===== src/hdl/wlcg_pkg.sv =====
// Shared types, constants and the quarter-wave cosine generator for the
// windowed linear chirp generator. No dependencies.
`timescale 1ns / 1ps

package wlcg_pkg;

   localparam int SINE_TABLE_BITS_DEF = 10;
   localparam int SAMPLE_BITS_DEF     = 16;
   localparam int COUNT_BITS_DEF      = 16;
   localparam int QUEUE_DEPTH         = 2;
   localparam int CSR_SETTLE          = 2;

   localparam logic [2:0] CSR_SAMPLE_COUNT = 3'd0;
   localparam logic [2:0] CSR_CHIRP_RATE   = 3'd1;
   localparam logic [2:0] CSR_WINDOW_MODE  = 3'd2;
   localparam logic [2:0] CSR_WINDOW_START = 3'd3;
   localparam logic [2:0] CSR_WINDOW_STEP  = 3'd4;

   localparam logic [1:0] WIN_NONE     = 2'd0;
   localparam logic [1:0] WIN_BLACKMAN = 2'd1;
   localparam logic [1:0] WIN_HAMMING  = 2'd2;
   localparam logic [1:0] WIN_UNUSED   = 2'd3;

   localparam logic [15:0] SAMPLE_COUNT_RESET = 16'd1023;

   localparam int BLACK_C0  = 27525;
   localparam int BLACK_C1  = 32768;
   localparam int BLACK_C2  = 5243;
   localparam int HAM_C0    = 35389;
   localparam int HAM_C1    = 30147;
   localparam int WIN_SHIFT = 16;

   localparam logic [63:0] HALF_PI_Q30 = 64'd1686629713;
   localparam logic [63:0] TAYLOR_DIV [10] = '{64'd2, 64'd12, 64'd30, 64'd56, 64'd90,
                                              64'd132, 64'd182, 64'd240, 64'd306, 64'd380};

   typedef struct packed {
      logic [15:0] sample_count;
      logic [31:0] chirp_rate;
      logic [1:0]  window_mode;
      logic [31:0] window_start;
      logic [31:0] window_step;
   } csr_type;

   typedef struct packed {
      logic [31:0] phase;
      logic [31:0] step;
   } reload_type;

   typedef struct packed {
      logic [31:0] chirp_phase;
      logic [31:0] window_phase;
      logic        last;
      logic        even;
   } front_item_type;

   typedef enum logic [2:0] {
      BACK_IDLE,
      BACK_LOOK,
      BACK_WIN,
      BACK_MUL,
      BACK_PUT
   } back_state_type;

   // cosine of entry k of a quarter wave, Taylor series in Q2.30
   function automatic longint qcos_value(input int k, input int table_bits,
                                         input int sample_bits);
      logic [63:0] x;
      logic [63:0] x2;
      logic [63:0] term;
      longint      sum;
      longint      v;
      longint      top;
      int          sh;
      int          j;
      x    = (64'(k) * HALF_PI_Q30) >> (table_bits - 2);
      x2   = (x * x) >> 30;
      term = 64'd1 << 30;
      sum  = longint'(term);
      for (j = 0; j < 10; j++) begin
         term = (term * x2) >> 30;
         term = term / TAYLOR_DIV[j];
         if ((j & 1) != 0) begin
            sum = sum + longint'(term);
         end else begin
            sum = sum - longint'(term);
         end
      end
      v   = (sum < 0) ? 64'sd0 : sum;
      sh  = 30 - (sample_bits - 1);
      v   = (v + (64'sd1 <<< (sh - 1))) >>> sh;
      top = (64'sd1 <<< (sample_bits - 1)) - 64'sd1;
      return (v > top) ? top : v;
   endfunction

endpackage


===== src/hdl/wlcg_fifo.sv =====
// Small register queue used between front and back and on the result side.
// Depends on wlcg_pkg for the default depth.
`timescale 1ns / 1ps

module wlcg_fifo import wlcg_pkg::*; #(
   parameter int DATA_BITS = 8,
   parameter int DEPTH     = QUEUE_DEPTH
) (
   input  logic                 clock,
   input  logic                 reset,
   input  logic                 push,
   input  logic [DATA_BITS-1:0] wr_data,
   output logic                 full,
   input  logic                 pop,
   output logic [DATA_BITS-1:0] rd_data,
   output logic                 empty
);

   localparam int PTR_BITS = (DEPTH > 1) ? $clog2(DEPTH) : 1;
   localparam int CNT_BITS = $clog2(DEPTH + 1);

   logic [DATA_BITS-1:0] mem_ff [DEPTH];
   logic [PTR_BITS-1:0]  wr_ptr_ff, wr_ptr_in;
   logic [PTR_BITS-1:0]  rd_ptr_ff, rd_ptr_in;
   logic [CNT_BITS-1:0]  count_ff, count_in;
   logic                 do_push;
   logic                 do_pop;

   assign full    = (count_ff == CNT_BITS'(DEPTH));
   assign empty   = (count_ff == '0);
   assign do_push = push & ~full;
   assign do_pop  = pop & ~empty;
   assign rd_data = mem_ff[rd_ptr_ff];

   always_comb begin
      wr_ptr_in = wr_ptr_ff;
      rd_ptr_in = rd_ptr_ff;
      count_in  = count_ff;
      if (do_push) begin
         wr_ptr_in = (wr_ptr_ff == PTR_BITS'(DEPTH - 1)) ? '0 : wr_ptr_ff + 1'b1;
      end
      if (do_pop) begin
         rd_ptr_in = (rd_ptr_ff == PTR_BITS'(DEPTH - 1)) ? '0 : rd_ptr_ff + 1'b1;
      end
      if (do_push && !do_pop) begin
         count_in = count_ff + 1'b1;
      end else if (do_pop && !do_push) begin
         count_in = count_ff - 1'b1;
      end
   end

   always_ff @(posedge clock) begin
      if (reset) begin
         wr_ptr_ff <= '0;
         rd_ptr_ff <= '0;
         count_ff  <= '0;
      end else begin
         wr_ptr_ff <= wr_ptr_in;
         rd_ptr_ff <= rd_ptr_in;
         count_ff  <= count_in;
      end
   end

   always_ff @(posedge clock) begin
      if (do_push) begin
         mem_ff[wr_ptr_ff] <= wr_data;
      end
   end

endmodule


===== config.mk =====
export PLATFORM = sky130hd
export DESIGN_NAME = wlcg_fifo
export DESIGN_NICKNAME = d
export VERILOG_FILES = /design/src/hdl/wlcg_pkg.sv /design/src/hdl/wlcg_fifo.sv
export SDC_FILE = /design/constraint.sdc
export NUM_CORES = 1
export LEC_CHECK = 0
export ABC_AREA = 0
export BUFFER_PORTS_ARGS = -buffer_cell sky130_fd_sc_hd__buf_2
export CAP_MARGIN = 5
export CORE_MARGIN = 2
export CORE_UTILIZATION = 48
export DETAILED_ROUTE_END_ITERATION = 8
export GPL_TIMING_DRIVEN = 0
export PLACE_DENSITY_LB_ADDON = 0.25
export SLEW_MARGIN = 20
export SYNTH_ARGS = -nofsm -noshare
export SYNTH_HDL_FRONTEND = slang
export SYNTH_SLANG_ARGS = --single-unit

===== constraint.sdc =====
create_clock -name clock -period 2.2 [get_ports clock]
set_clock_uncertainty 0.2 [all_clocks]
set_input_delay 0.55 -clock clock [delete_from_list [all_inputs] [get_ports clock]]
set_output_delay 0.55 -clock clock [all_outputs]
set_load 0.005 [all_outputs]

=== Word level (Yosys, flattened, before mapping) ===
Memory sizes are Yosys's and may differ from the RTL's. A register that Yosys moved wholly into a read port is not among the register bits.
Cells that the tools add are included.

* Memory bits (writable): 16
* Input bits: 12
* Output and inout port bits: 10
* Logic and storage cells: 27
* Register bits after elaboration: 4
* Memories: 1

{| class="wikitable"
|+ Memories
! memory !! depth !! width !! read ports !! clocked after memory_dff !! write ports !! line !! text
|-
| mem_ff || 2 || 8 || 1 || 1 || 1 || wlcg_fifo.sv:22 || <nowiki>logic [DATA_BITS-1:0] mem_ff [DEPTH];</nowiki>
|}

* Mux-type cells: 8
* Bitwise operators: 4
* Equality and inequality tests: 1
* Reduce and logical (&&, ||, !) cells: 6
* $add $sub $neg: 4

{| class="wikitable"
|+ Operators by type and width
! cell !! count
|-
| $mux W1 || 6
|-
| $mux W2 || 2
|-
| $add A1 B1 Y1 const B || 2
|-
| $add A2 B1 Y2 const B || 1
|-
| $and A1 B1 Y1 || 2
|-
| $eq A2 B2 Y1 const B || 1
|-
| $logic_and A1 B1 Y1 || 2
|-
| $logic_not A1 Y1 || 2
|-
| $logic_not A2 Y1 || 1
|-
| $not A1 Y1 || 2
|-
| $reduce_bool A2 Y1 || 1
|-
| $sub A2 B1 Y2 const B || 1
|}

=== Depth between registers and ports, before layout ===
Gate-level depths: netlist (run 1).

* Depth in word-level cells: 7
* Gate-level depth with buffers: 6
* Depth with buffers taken out: 6

=== Worst setup path after synthesis (run 1) ===
OpenSTA, ideal clock, no wires.

* Path type: in2reg
* Start point: input port pop
* End point: register count_ff[1]
* Data required time: 1.930 ns
* Setup time: 0.070 ns
* Path slack: 0.450 ns
* Cell stages on the path: 4
* Arrival: 1.480 ns
* Buffers on the path: 0
* Path through: o21ai_0 > ha_1 > or3_1 > a21oi_1

* Cells in the longest elaborated chain, start to end: 4
* Elaborated cells between the ends (all ways): 6
* Those cells by class: 1 x mux; 1 x bitwise; 4 x reduce/logical

{| class="wikitable"
|+ Ends and longest elaborated chain
! element !! line !! text
|-
| start: declaration || wlcg_fifo.sv:14 || <nowiki>input logic pop,</nowiki>
|-
| $and A1 B1 Y1 (*) || wlcg_fifo.sv:32 || <nowiki>assign do_pop = pop & ~empty;</nowiki>
|-
| $logic_not A1 Y1 || wlcg_fifo.sv:45 || <nowiki>if (do_push && !do_pop) begin</nowiki>
|-
| $logic_and A1 B1 Y1 || wlcg_fifo.sv:45 ||
|-
| $mux W2 / $reduce_bool A2 Y1 (equally long branches) || -- ||
|-
| end signal: assignment || wlcg_fifo.sv:60 || <nowiki>count_ff <= count_in;</nowiki>
|-
| end: declaration || wlcg_fifo.sv:25 || <nowiki>logic [CNT_BITS-1:0] count_ff, count_in;</nowiki>
|}

Mark *: on every way between the ends. The rest lies on a longest branch, timed or not.
A chain may end at the register's enable or synchronous reset.

==> flow_results.org, run 1 <==
** Die
- The die is 44.7 um wide.
- Die Footprint :: 1990 sq um
- Count of boundary I/O pins :: 22
- Measured along the y axis, the die boundary spans 44.7 um.
- Core region area :: 1520 sq um
- Num rows :: 14
- Initial Util :: 52.1%

** Clocking
- In this run the number of H-tree levels came out at 1.
- Number of CTS-inserted buffers :: 3
- For this design, the CTS-stage hold fixing added 0 buffers.
- Cell at the root of the clock tree :: sky130_fd_sc_hd__clkbuf_4
- Clock latency of the later-clocked register in the worst-skew pair :: 290 ps
- The clock passes through at most 2 buffers.
- TritonCTS built the clock tree.
- The number of setup buffers added after CTS is 0.
- Clock-pin slew on the worst setup and hold paths :: around 110 ps
- For this design, the sink count on the clock tree is 21.
- Number of gates given a new drive strength after cts :: 0

** GRT
- The first global-routing pass estimated around 1.9 mm of wire.
- All-layer global routing usage :: 14.2%
- The initial antenna violation count was 0.
- Entering global routing, the biggest net connects 12 pins.
- Total gr overflow :: 0
- Vias in the first global route :: 479

** STA
- The number of pins with negative max-slew slack in the final report was 0.
- Setup repair after global routing missed its margin :: false
- After layout, the minimum clock period comes to 2060 ps.
- Worst slew margin :: 73.4%
- Highest attainable clock frequency :: 485 MHz
- Worst Hold Slack :: 233 ps
- Setup TNS Final :: 0 ps
- Setup violators final :: 0
- At the pin with the least slew margin, the transition time is 400 ps.
- The count of endpoints failing hold in the final timing report was 0.
- Of the available clock period, the critical path in the final layout requires 93.8%.

** Power and ir drop
- Worst vdd rail ir drop :: 492 uV
- Total power divided by cell area :: 1090 nW/um^2
- The design draws 1.03 mW.
- In this run the static leakage power is 0.383 nW.

** Worst setup path
- The worst setup path is launched from a register.
- The critical path is of the reg2out type.
- Most frequent cell on the critical path :: sky130_fd_sc_hd__buf_2
- Data arrival time of the critical path :: 1310 ps
- Traced cell by cell, the critical path runs through buf_2, mux2_2, buf_2.
- For this run, the slowest stage of the critical path takes between 300 and 400 ps.
- Critical-path cell with the highest stage delay :: sky130_fd_sc_hd__mux2_2
- Data required time of the critical path :: 1450 ps
- Critical Path Sink Type :: primary output
- Top fanout value on the critical path :: 8

** Placed design
- Number of port buffers :: 21
- Final RePlAce weighted congestion :: roughly 0.66
- Detailed-placement wirelength estimate :: around 860 um
- Cell area after placement :: between 900 and 1000 sq um

** Drt
- The routed design has approximately 1.2 mm of wire.
- Dividing the detail-routed wire length by the instance count gives 13.4 um.
- After detailed routing, the number of vias per cell comes to about 5.5.
- Routed Antenna Nets :: 0
- Vias :: 498
- DRC viols :: 0
- The first TritonRoute pass finished after 4 iterations.
- The detailed router finished its first iteration with 8 violations.

** Synthesis
- Synth top area cells :: sky130_fd_sc_hd__edfxtp_1 61%, sky130_fd_sc_hd__dfxtp_1 13%, sky130_fd_sc_hd__mux2_2 11%, sky130_fd_sc_hd__xor2_1 3.3%, sky130_fd_sc_hd__nor2_1 2.4%
- Post-Syn Nets :: 63
- Synthesized instance count :: 50
- Leading area contributor after synthesis :: sky130_fd_sc_hd__edfxtp_1
- Fraction of post-synthesis cell area in the top cell type by area :: 60.6%
- Counting flops with an async set or reset pin after synthesis yields a share of 0%.
- Number of enable-type register cells in the synthesized netlist :: 16
- In this run, distinct cell masters in the synthesized netlist total 13.
- Most used flip-flop cell after synthesis :: sky130_fd_sc_hd__edfxtp_1
- The share of the Yosys chip area taken by registers is 73.2%.
- Dominant cell by count in the synthesized netlist :: sky130_fd_sc_hd__edfxtp_1
- FF+latch count, synth :: 21
- The cell area that synthesis handed to floorplanning was approximately 800 sq um.
- Average instance area after synthesis :: 15.9 sq um
- For this run, the number of Yosys warnings is 0.
- By count the netlist is led by 16 x sky130_fd_sc_hd__edfxtp_1, 8 x sky130_fd_sc_hd__mux2_2, 5 x sky130_fd_sc_hd__dfxtp_1, 5 x sky130_fd_sc_hd__nor2_1.

** Job
- Max-cap violations in this run came to 0.

** Cells and area
- The repair_antennas step left the layout with diodes totalling 0.
- The net count of the finished layout is 89.
- Area growth from synthesis to layout :: 19.1%
- Fraction of final layout cells sized beyond drive strength 1 :: 45.3%
- Filler instances :: 131
- With fillers left out, the area of the finished cells amounts to 945 sq um.

** Hold path
- In this run the worst hold path is classified as in2reg.

** Run status
- Status :: complete, no violations
==> stage by stage <==
step	util, %	cells	setup WS, ps
6_report	62.0	91	137
5_1_grt	62.0	91	71.1
4_1_cts	62.0	91	127
3_5_place_dp	60.3	87	266
3_3_place_gp	60.3	87	318
2_1_floorplan	-	50	450
==> final cells by class <==
class,instances,area (sq um),area share [%]
tap,16,20.0,2.12
inverter,2,7.51,0.795
buffer,1,5.00,0.530
timing repair buffer,21,105,11.1
sequential,21,581,61.5
multi-input combinational,26,200,21.2
clock buffer,4,26.3,2.78
==> power by group <==
| part | internal, mW | total, mW | switching (mW) |
|---|---|---|---|
| sequential | 0.506 | 0.539 | 0.0334 |
| combinational | 0.159 | 0.310 | 0.152 |
| clock | 0.0706 | 0.176 | 0.106 |
| total | 0.735 | 1.03 | 0.291 |
==> logic make-up after synthesis <==
group                    share of synthesized area, %
buffers and inverters                            1.58
AND/OR/NAND/NOR                                  5.84
XOR/XNOR                                         3.31
flip-flops                                       73.2
adder cells (fa/ha/maj)                          1.58
multiplexers                                     11.4
AO/OA/AOI/OAI                                    3.15
==> placed cells by master, fill, tap and decap left out <==
cell                       count
sky130_fd_sc_hd__xor2_1        3
sky130_fd_sc_hd__mux2_2        8
sky130_fd_sc_hd__dfxtp_1       5
sky130_fd_sc_hd__nor2b_2       1
sky130_fd_sc_hd__a21oi_1       2
sky130_fd_sc_hd__buf_2        22
sky130_fd_sc_hd__inv_1         2
sky130_fd_sc_hd__or3_1         2
sky130_fd_sc_hd__edfxtp_1     16
sky130_fd_sc_hd__clkbuf_4      3
sky130_fd_sc_hd__clkbuf_1      1
sky130_fd_sc_hd__and2_1        1
sky130_fd_sc_hd__ha_1          1
sky130_fd_sc_hd__nor2_1        5
sky130_fd_sc_hd__o21ai_0       3
==> state kept, by name, indices dropped and copies added, names as in the netlist, named ones only <==
name       count
mem_ff        16
count_ff       2
rd_ptr_ff      1
wr_ptr_ff      1
==> metal layers <==
layer	wire length [um]	vias to the layer above	track usage, %
met1	505	242	14.1
li1	-	229	-
met4	23	0	7.88
met3	97	4	4.49
met5	0	-	0
met2	591	23	25.8
==> worst max-delay path, delay by kind of cell (launching register included) <==
kind	cells	cell delay (ps)
muxes	1	370
buffers and inverters	2	340
DFF	1	320
==> final timing paths <==
kind / slack, ps / to / depth (start not counted) / from
max: 140 / rd_data[4] / 3 / register
min: 230 / mem_ff[0][1]$_DFFE_PP_ / 1 / wr_data[1]
max reg2reg: 380 / count_ff[1]$_SDFFE_PP0P_ / 4 / count_ff[0]$_SDFFE_PP0P_
min reg2reg: 300 / wr_ptr_ff$_SDFFE_PP0N_ / 2 / wr_ptr_ff$_SDFFE_PP0N_
Note: power is estimated with default switching activity, not from simulation.
==> run 2: changes to the inputs <==
--- a/config.mk
+++ b/config.mk
@@ -9,7 +9,7 @@
 export BUFFER_PORTS_ARGS = -buffer_cell sky130_fd_sc_hd__buf_2
 export CAP_MARGIN = 5
 export CORE_MARGIN = 2
-export CORE_UTILIZATION = 48
+export CORE_UTILIZATION = 35
 export DETAILED_ROUTE_END_ITERATION = 8
 export GPL_TIMING_DRIVEN = 0
 export PLACE_DENSITY_LB_ADDON = 0.25
==> flow_results.org, run 2 (synthesis gave the netlist of run 1 again) <==
** STA
- Highest attainable clock frequency :: 488 MHz (was 485 MHz)
- The share of the clock period used by the worst path after layout was 93.0% (was 93.8%).
- The post-route worst setup slack is 153 ps (was 137 ps).
- The final worst hold slack is 236 ps (was 233 ps).
- The remaining max-slew budget at the tightest pin came to 76.4% (was 73.4%).
- The transition time of the tightest slew-check pin is 350 ps (was 400 ps).
- Final Max Tran Viols :: 0 (unchanged)
- The clock period minus worst slack came to 2050 ps (was 2060 ps).
- The count of final setup violators is 0 (unchanged).
- Setup TNS Final :: 0 ps (unchanged)
- Final Hold Vio Count :: 0 (unchanged)
- Setup repair after global routing missed its margin: false (unchanged).

** Worst setup path
- The critical path capture point type is a primary output (unchanged).
- Critical path's largest stage delay :: 350 ps (was 370 ps)
- Top Family by Delay on Critical Path :: multiplexers (unchanged)
- The critical-path cell with the highest stage delay was sky130_fd_sc_hd__mux2_2 (unchanged).
- Most frequent cell on the critical path :: sky130_fd_sc_hd__buf_2 (unchanged)
- The critical path arrival was 1300 ps (was 1310 ps).
- Top fanout value on the critical path :: 8 (unchanged)
- The worst setup path category is reg2out (unchanged).
- The buffering stage count on the worst path with inverters included is 2 (unchanged).
- Data required time of the critical path :: 1450 ps (about the same)
- The startpoint type of the worst setup path was a register (unchanged).
- Cell-by-cell trace of the critical path: buf_2, mux2_2, buf_2 (unchanged).

** Power and ir drop
- The static leakage power is 0.386 nW (was 0.383 nW).
- Total power divided by cell area :: 1060 nW/um^2 (was 1090 nW/um^2)
- Worst vdd rail ir drop :: 502 uV (was 492 uV)

** Clocking
- The clock insertion delay at the later pin of the skew report is 290 ps (about the same).
- The number of buffers added for setup after CTS is 0 (unchanged).
- The clock tree root driver cell is sky130_fd_sc_hd__clkbuf_4 (unchanged).
- The number of gates given a new drive strength after cts is 0 (unchanged).
- Clock sink count :: 21 (unchanged)
- Cts-stage hold buffer count :: 0 (unchanged)
- The maximum level of the CTS H-tree is 1 (unchanged).
- Number of CTS-inserted buffers :: 3 (unchanged)
- The register clock-pin slew on the reported worst setup and hold paths was 100 ps (was 110 ps).
- The maximum number of buffers from clock root to sink came to 2 (unchanged).
- The CTS tree was yes (unchanged).

** Placed design
- Final RePlAce weighted congestion :: 0.676 (was 0.656)
- Detailed-placement wirelength estimate :: 825 um (was 855 um)
- Number of port buffers :: 21 (unchanged)
- Cell count after placement :: 99 (was 87)
- Dpl ws :: 294 ps (was 266 ps)

** Die
- Die Footprint :: 2660 sq um (was 1990 sq um)
- Num rows :: 17 (was 14)
- The width of the chip came to 51.6 um (was 44.7 um).
- Core region area :: 2170 sq um (was 1520 sq um)
- Count of boundary I/O pins :: 22 (unchanged)
- Initial Util :: 36.6% (was 52.1%)
- Die extent in y :: 51.6 um (was 44.7 um)

** Cells and area
- The share of cells above drive strength 1 is 46.7% (was 45.3%).
- The number of fillers in the final layout is 211 (was 131).
- The number of diodes added for antenna fixing was 0 (unchanged).
- The synthesis-to-layout area growth is 21.1% (was 19.1%).
- Registers with the highest flip-flop counts: mem_ff: 16 flops, count_ff: 2 flops (unchanged).
- Post-route insts no fill :: 103 (was 91)
- The register bank with the most flops was mem_ff (unchanged).
- Nets :: 89 (unchanged)
- Final cell utilization of the core :: 44.3% (was 62.0%)
- The flip-flop count of the largest register after layout came to 16 (unchanged).
- Most frequent cells in the layout :: 22 x sky130_fd_sc_hd__buf_2, 16 x sky130_fd_sc_hd__edfxtp_1, 8 x sky130_fd_sc_hd__mux2_2 (unchanged)
- Most common cell after layout, fill and taps aside :: sky130_fd_sc_hd__buf_2 (unchanged)

** Drt
- Vias :: 450 (was 498)
- Routed Antenna Nets :: 0 (unchanged)
- The average wire length per cell after detail routing came to 11.0 um (was 13.4 um).
- Number of detailed-route iterations in the first pass :: 2 (was 4)
- The number of DRC violations after detailed-routing iteration 0 was 4 (was 8).
- Via/cell ratio :: 4.37 (was 5.47)
- The post-route DRC violation count is 0 (unchanged).
- Overall routed net length :: 1.14 mm (was 1.22 mm)

** Job
- The max-cap check violation count was 0 (unchanged).

** GRT
- Maximum number of pins on one net before global-route repair :: 13 (was 12)
- The global-route wire length before repair came to 1.79 mm (was 1.93 mm).
- Vias in the first global route :: 430 (was 479)
- Initial antenna violation count :: 0 (unchanged)
- All-layer global routing usage :: 9.77% (was 14.2%)
- The total congestion overflow was 0 (unchanged).

** Hold path
- Worst hold-check path type :: in2reg (unchanged)

** Run status
- Status: complete, no violations (unchanged).
-- run 2: layout make-up --
type | instances | area (sq um) | share of cell area, %
Tap cell | 28 | 35.0 | 3.65
Sequential cell | 21 | 581 | 60.4
Buffer | 1 | 5.00 | 0.521
Timing Repair Buffer | 21 | 105 | 10.9
Clock buffer | 3 | 22.5 | 2.34
Inverter | 2 | 7.51 | 0.781
Clock inverter | 1 | 5.00 | 0.521
Multi-Input combinational cell | 26 | 200 | 20.8
-- run 2: path summary, 6_finish.rpt --
path                                 start                  endpoint  slack, ps  depth (start not counted)
hold / removal                  wr_data[4]    mem_ff[1][4]$_DFFE_PP_        240                          1
hold reg to reg     wr_ptr_ff$_SDFFE_PP0N_    wr_ptr_ff$_SDFFE_PP0N_        310                          2
setup / recovery                  register                rd_data[5]        150                          3
setup reg to reg  count_ff[0]$_SDFFE_PP0P_  count_ff[1]$_SDFFE_PP0P_        380                          4
-- run 2: routing by layer --
layer,global-route usage (%),wire (um)
met3,3.16,88
met5,0,0
met4,6.58,0
met2,15.4,565
met1,11.3,481
-- run 2: per-stage QoR --
stage	power [mW]	instance area, sq um
3_5_place_dp	0.855	933
2_1_floorplan	0.746	793
6_report	1.02	961
5_1_grt	1.09	961
4_1_cts	1.03	961
3_3_place_gp	0.850	933
-- run 2: power breakdown --
part	internal, mW	switching [mW]	leakage [nW]	total (mW)
clock	0.0676	0.105	0.0177	0.172
combinational	0.158	0.146	0.177	0.304
sequential	0.506	0.0327	0.191	0.539
